[config.mk]
export PLATFORM = sky130hd
export DESIGN_NAME = mbq_mac
export DESIGN_NICKNAME = d
export VERILOG_FILES = /design/src/rtl/mbq_pkg.sv /design/src/rtl/mbq_mac.sv
export SDC_FILE = /design/constraint.sdc
export NUM_CORES = 2
export LEC_CHECK = 0
export BUFFER_PORTS_ARGS = -buffer_cell sky130_fd_sc_hd__buf_2
export CAP_MARGIN = 30
export CORE_MARGIN = 8
export CORE_UTILIZATION = 50
export DETAILED_ROUTE_END_ITERATION = 10
export HOLD_SLACK_MARGIN = 0.08
export PLACE_DENSITY = 0.67
export SYNTH_ARGS = -nofsm -noshare
export SYNTH_HDL_FRONTEND = slang
export SYNTH_SLANG_ARGS = --single-unit
[constraint.sdc]
create_clock -name clk -period 28.3 [get_ports clk]
set_input_delay 5.66 -clock clk [delete_from_list [all_inputs] [get_ports clk]]
set_output_delay 5.66 -clock clk [all_outputs]
set_load 0.02 [all_outputs]
[src/rtl/mbq_pkg.sv]
// Shared types, codes and field widths of the multichannel biquad cascade.
// No dependencies; imported by mbq_mac, the top level and the checker.
`default_nettype none

package mbq_pkg;

    // default sizes
    localparam int DEF_CHANNELS     = 24;
    localparam int DEF_MAX_SECTIONS = 4;

    // field widths
    localparam int CMD_W     = 2;
    localparam int CH_W      = 5;
    localparam int SAMPLE_W  = 24;
    localparam int WIDX_W    = 5;
    localparam int COEF_W    = 32;
    localparam int STATE_W   = 48;
    localparam int CFG_W     = 3;
    localparam int S_TDATA_W = 120;
    localparam int M_TDATA_W = 32;
    localparam int ACC_W     = 50;

    localparam logic [CFG_W-1:0] CFG_RESET = 3'd2;
    localparam int COEFS_PER_SEC = 5;
    localparam int STATES_PER_SEC = 2;

    // commands
    localparam logic [CMD_W-1:0] CMD_FILTER = 2'd0;
    localparam logic [CMD_W-1:0] CMD_COEF   = 2'd1;
    localparam logic [CMD_W-1:0] CMD_STATE  = 2'd2;

    // coefficient slots within a section
    localparam logic [2:0] SLOT_B0 = 3'd0;
    localparam logic [2:0] SLOT_B1 = 3'd1;
    localparam logic [2:0] SLOT_B2 = 3'd2;
    localparam logic [2:0] SLOT_A1 = 3'd3;
    localparam logic [2:0] SLOT_A2 = 3'd4;

    // product order within a section
    localparam logic [2:0] STEP_B0X = 3'd0;
    localparam logic [2:0] STEP_B1X = 3'd1;
    localparam logic [2:0] STEP_A1O = 3'd2;
    localparam logic [2:0] STEP_B2X = 3'd3;
    localparam logic [2:0] STEP_A2O = 3'd4;

    typedef struct packed {
        logic mul_lo;
        logic mul_hi;
        logic rnd;
        logic acc_add;
        logic acc_sub;
        logic acc_load;
    } mbq_mac_ctl_t;

    function automatic logic [2:0] coef_slot(input logic [2:0] step);
        logic [2:0] slot;
        case (step)
            STEP_B0X: slot = SLOT_B0;
            STEP_B1X: slot = SLOT_B1;
            STEP_A1O: slot = SLOT_A1;
            STEP_B2X: slot = SLOT_B2;
            STEP_A2O: slot = SLOT_A2;
            default:  slot = SLOT_B0;
        endcase
        return slot;
    endfunction

endpackage

`default_nettype wire

[src/rtl/mbq_mac.sv]
// Shared multiply, round, saturate and accumulate unit of the cascade.
// Depends on mbq_pkg; each step is commanded by the sequencer in the top level.
`default_nettype none

module mbq_mac (
    input  wire logic                                clk,
    input  wire mbq_pkg::mbq_mac_ctl_t               ctl,
    input  wire logic signed [mbq_pkg::COEF_W-1:0]   coef,
    input  wire logic signed [mbq_pkg::STATE_W-1:0]  operand,
    input  wire logic signed [mbq_pkg::STATE_W-1:0]  addend,
    output logic                                     rnd_ovf,
    output logic signed [mbq_pkg::STATE_W-1:0]       sat_val,
    output logic                                     sat_ovf
);

    import mbq_pkg::*;

    localparam logic [STATE_W-1:0] MAX48 = {1'b0, {(STATE_W-1){1'b1}}};
    localparam logic [STATE_W-1:0] MIN48 = {1'b1, {(STATE_W-1){1'b0}}};
    localparam logic [57:0]        HALF  = 58'd134217728;  // 2^27

    logic signed [24:0]        mul_b;
    logic signed [56:0]        prod;
    logic signed [56:0]        p_reg;
    logic        [57:0]        lo_reg;
    logic        [79:0]        t_sum;
    logic        [51:0]        q;
    logic        [STATE_W-1:0] m_sat;
    logic signed [STATE_W-1:0] m_reg;
    logic signed [ACC_W-1:0]   acc_reg;
    logic signed [ACC_W-1:0]   m_ext;

    // 32 x 25 partial products: low 24 bits unsigned, high 24 bits signed
    assign mul_b = ctl.mul_hi ? {operand[STATE_W-1], operand[STATE_W-1:24]}
                              : {1'b0, operand[23:0]};
    assign prod  = coef * mul_b;

    // hi * 2^24 + lo + 2^27, floor by 2^28
    assign t_sum = {p_reg[55:0], 24'b0} + {{22{lo_reg[57]}}, lo_reg};
    assign q     = t_sum[79:28];
    assign rnd_ovf = !((&q[51:47]) || !(|q[51:47]));
    assign m_sat = rnd_ovf ? (q[51] ? MIN48 : MAX48) : q[STATE_W-1:0];

    assign m_ext   = {{2{m_reg[STATE_W-1]}}, m_reg};
    assign sat_ovf = !((&acc_reg[49:47]) || !(|acc_reg[49:47]));
    assign sat_val = sat_ovf ? (acc_reg[ACC_W-1] ? MIN48 : MAX48)
                             : acc_reg[STATE_W-1:0];

    always_ff @(posedge clk)
    begin
        if (ctl.mul_lo)
        begin
            p_reg <= prod;
        end
        if (ctl.mul_hi)
        begin
            lo_reg <= {p_reg[56], p_reg} + HALF;
            p_reg  <= prod;
        end
        if (ctl.rnd)
        begin
            m_reg <= m_sat;
        end
        if (ctl.acc_load)
        begin
            acc_reg <= {{2{addend[STATE_W-1]}}, addend};
        end
        else if (ctl.acc_add)
        begin
            acc_reg <= acc_reg + m_ext;
        end
        else if (ctl.acc_sub)
        begin
            acc_reg <= acc_reg - m_ext;
        end
    end

endmodule

`default_nettype wire

==> flow_metrics.env <==
export IMPL_clock_fmax_mhz=70.3
export IMPL_insertion_delay_ns=0.45
export IMPL_ys_seq_area_share_pct=13.3
export IMPL_drt_pass1_iterations=6
export IMPL_maxSlewViolCount=0
export IMPL_netlist_area_mm2=0.0426
export IMPL_slew_headroom_pct=30.8
export IMPL_ant_nets=0
export IMPL_clock_skew_ns=0.0145
export IMPL_worst_pin_slew_ns=1.04
export IMPL_crit_required_ns=28.49
export IMPL_numPortBuffers=184
export IMPL_outcome="finished, final reports clean"
export IMPL_synth_ff_type="edfxtp_1"
export IMPL_cts_max_path_buffers=2
export IMPL_layout_common_cells="821 x inv_1, 820 x fa_1, 527 x nand2_1, 289 x and2_1, 260 x ha_1"
export IMPL_syn_num_nets=5811
export IMPL_path_class="input pin to flip-flop"
export IMPL_overflow=0
export IMPL_vias=31800
export IMPL_synth_cells=4596
export IMPL_ys_ff_latch=189
export IMPL_setup_violations=0
export IMPL_cts_buffers=17
export IMPL_synthTopCellsByArea="fa_1 39%, edfxtp_1 13%, ha_1 7.6%, inv_1 7.2%, nand2_1 4.6%"
export IMPL_synth_avg_cell_area_um2=9.27
export IMPL_grt_pass1_wl_um=183000
export IMPL_hold_class="flip-flop to flip-flop"
export IMPL_end_kind="flip-flop"
export IMPL_num_rows=107
export IMPL_rsz0062_at_grt="no"
export IMPL_dpl_hpwl_um=87000
export IMPL_finalSetupTns_ns=0
export IMPL_async_flop_share_pct=0
export IMPL_cts_sinks=189
export IMPL_finalHoldViolCount=0
export IMPL_start_kind="input pin"
export IMPL_first_global_vias=34000
export IMPL_synth_edf_count=189
export IMPL_dieWidth_um=308
export IMPL_rrSetupSlack_ns=23.16
export IMPL_fin_hold_ws_ns=0.545
export IMPL_die_h_um=308
export IMPL_grt_usage_pct=24.2
export IMPL_path_max_fanout=38
export IMPL_die_area_mm2=0.0948
export IMPL_htreeDepth=4
export IMPL_grt_max_degree=66
export IMPL_antenna_found_initial=7
export IMPL_via_per_inst=5.51
export IMPL_postCtsSetupBuffers=0
export IMPL_synth_largest_area_cell="fa_1"
export IMPL_io_pins=185
export IMPL_synth_warnings=0
export IMPL_place_gp_congestion=0.916
export IMPL_post_drt_wl_per_cell_um=19.5
export IMPL_postCtsHoldBufs=0
export IMPL_finalCriticalPeriod_ns=14.23
export IMPL_largest_reg_flops=57
export IMPL_final_nets=5825
export IMPL_post_cts_resized=0
export IMPL_drive_gt1_share_pct=7.55
export IMPL_clockRootBuffer="clkbuf_16"
export IMPL_cts_tree="built"
export IMPL_core_mm2=0.0849
export IMPL_area_growth_pct=5.65
export IMPL_post_route_period_util_pct=50.3
export IMPL_layout_commonest_cell="inv_1"
export IMPL_drt_iter0_drc=1866
export IMPL_synth_distinct_cells=97
export IMPL_max_cap_violations=0
export IMPL_worstPathArrival_ns=14.42
export IMPL_routed_wl_um=113000
export IMPL_clk_pin_slew_ns=0.08
export IMPL_drc=0
export IMPL_synth_top_area_share_pct=38.5
export IMPL_start_util_pct=50.2
## through the flow
stage          util, %  setup slack [ns]  std cells  area [um^2]
6_report          53.0             14.07       5772        45000
4_1_cts           53.0             14.16       5766        45000
3_3_place_gp      52.2             13.82       5731        44300
5_1_grt           53.0             13.63       5771        45000
3_5_place_dp      52.3             13.69       5734        44400
2_1_floorplan        -             15.05       4596        42600
## routing by layer
layer	global-route usage (%)	part of all wire [%]	routed length [um]
met1	31.4	42	46800
met2	41.9	49	55100
met3	2.91	6.0	6710
met4	8.31	3.7	4120
met5	0	0	0
## synthesized netlist by cell type (all sizes together) (124+ instances only)
cell type / number
a21oi: 173
and2: 289
clkbuf: 183
edfxtp: 189
fa: 820
ha: 260
inv: 822
nand2: 529
nor2: 244
nor2b: 142
o21ai: 161
xnor2: 124
## kinds of logic after synthesis
logic type / synth area share (%)
flip-flops: 13.3
AND/OR/NAND/NOR: 16.6
XOR/XNOR: 4.52
AO/OA/AOI/OAI: 9.37
buffers and inverters: 9.26
multiplexers: 0.802
adder cells (fa/ha/maj): 46.2
## worst max-delay path: stages
cell and delay [ns]:
buf_4 0.41, buf_4 0.49, mux2_2 0.93, nand2_1 0.20, fa_1 0.56, fa_1 0.54
inv_1 0.05, fa_1 0.49, inv_1 0.05, fa_1 0.54, inv_1 0.06, fa_1 0.38
fa_1 0.53, inv_1 0.06, fa_1 0.47, inv_1 0.04, ha_1 0.36, nand4_1 0.17
nor2_1 0.17, nand2_1 0.08, a211oi_1 0.26, nor2_1 0.14, o31ai_1 0.66, a41oi_1 0.36
o21ai_2 0.32, a2111oi_0 0.13, nand4b_1 0.18
## final timing paths
kind | startpoint | to | depth (start not counted)
hold reg to reg | p_reg[24]$_DFFE_PP_ | lo_reg[24]$_DFFE_PP_ | 0
setup / recovery | ctl[4] | p_reg[54]$_DFFE_PP_ | 27
setup reg to reg | m_reg[4]$_DFFE_PP_ | acc_reg[45]$_DFFE_PP_ | 17
hold / removal | p_reg[24]$_DFFE_PP_ | lo_reg[24]$_DFFE_PP_ | 0
## layout make-up
class                      count  area, um^2
antenna                        5        12.5
sequential                   189        5680
fill                        7836       39900
multi-input combinational   3377       33100
clock inverter                15         215
clock buffer                  17         425
timing repair buffer         202        1110
inverter                     823        3090
tap                         1144        1430
Power is left out: the tool's default activity adds up to more than one toggle a clock period on the data nets, which glitch-free logic cannot reach.
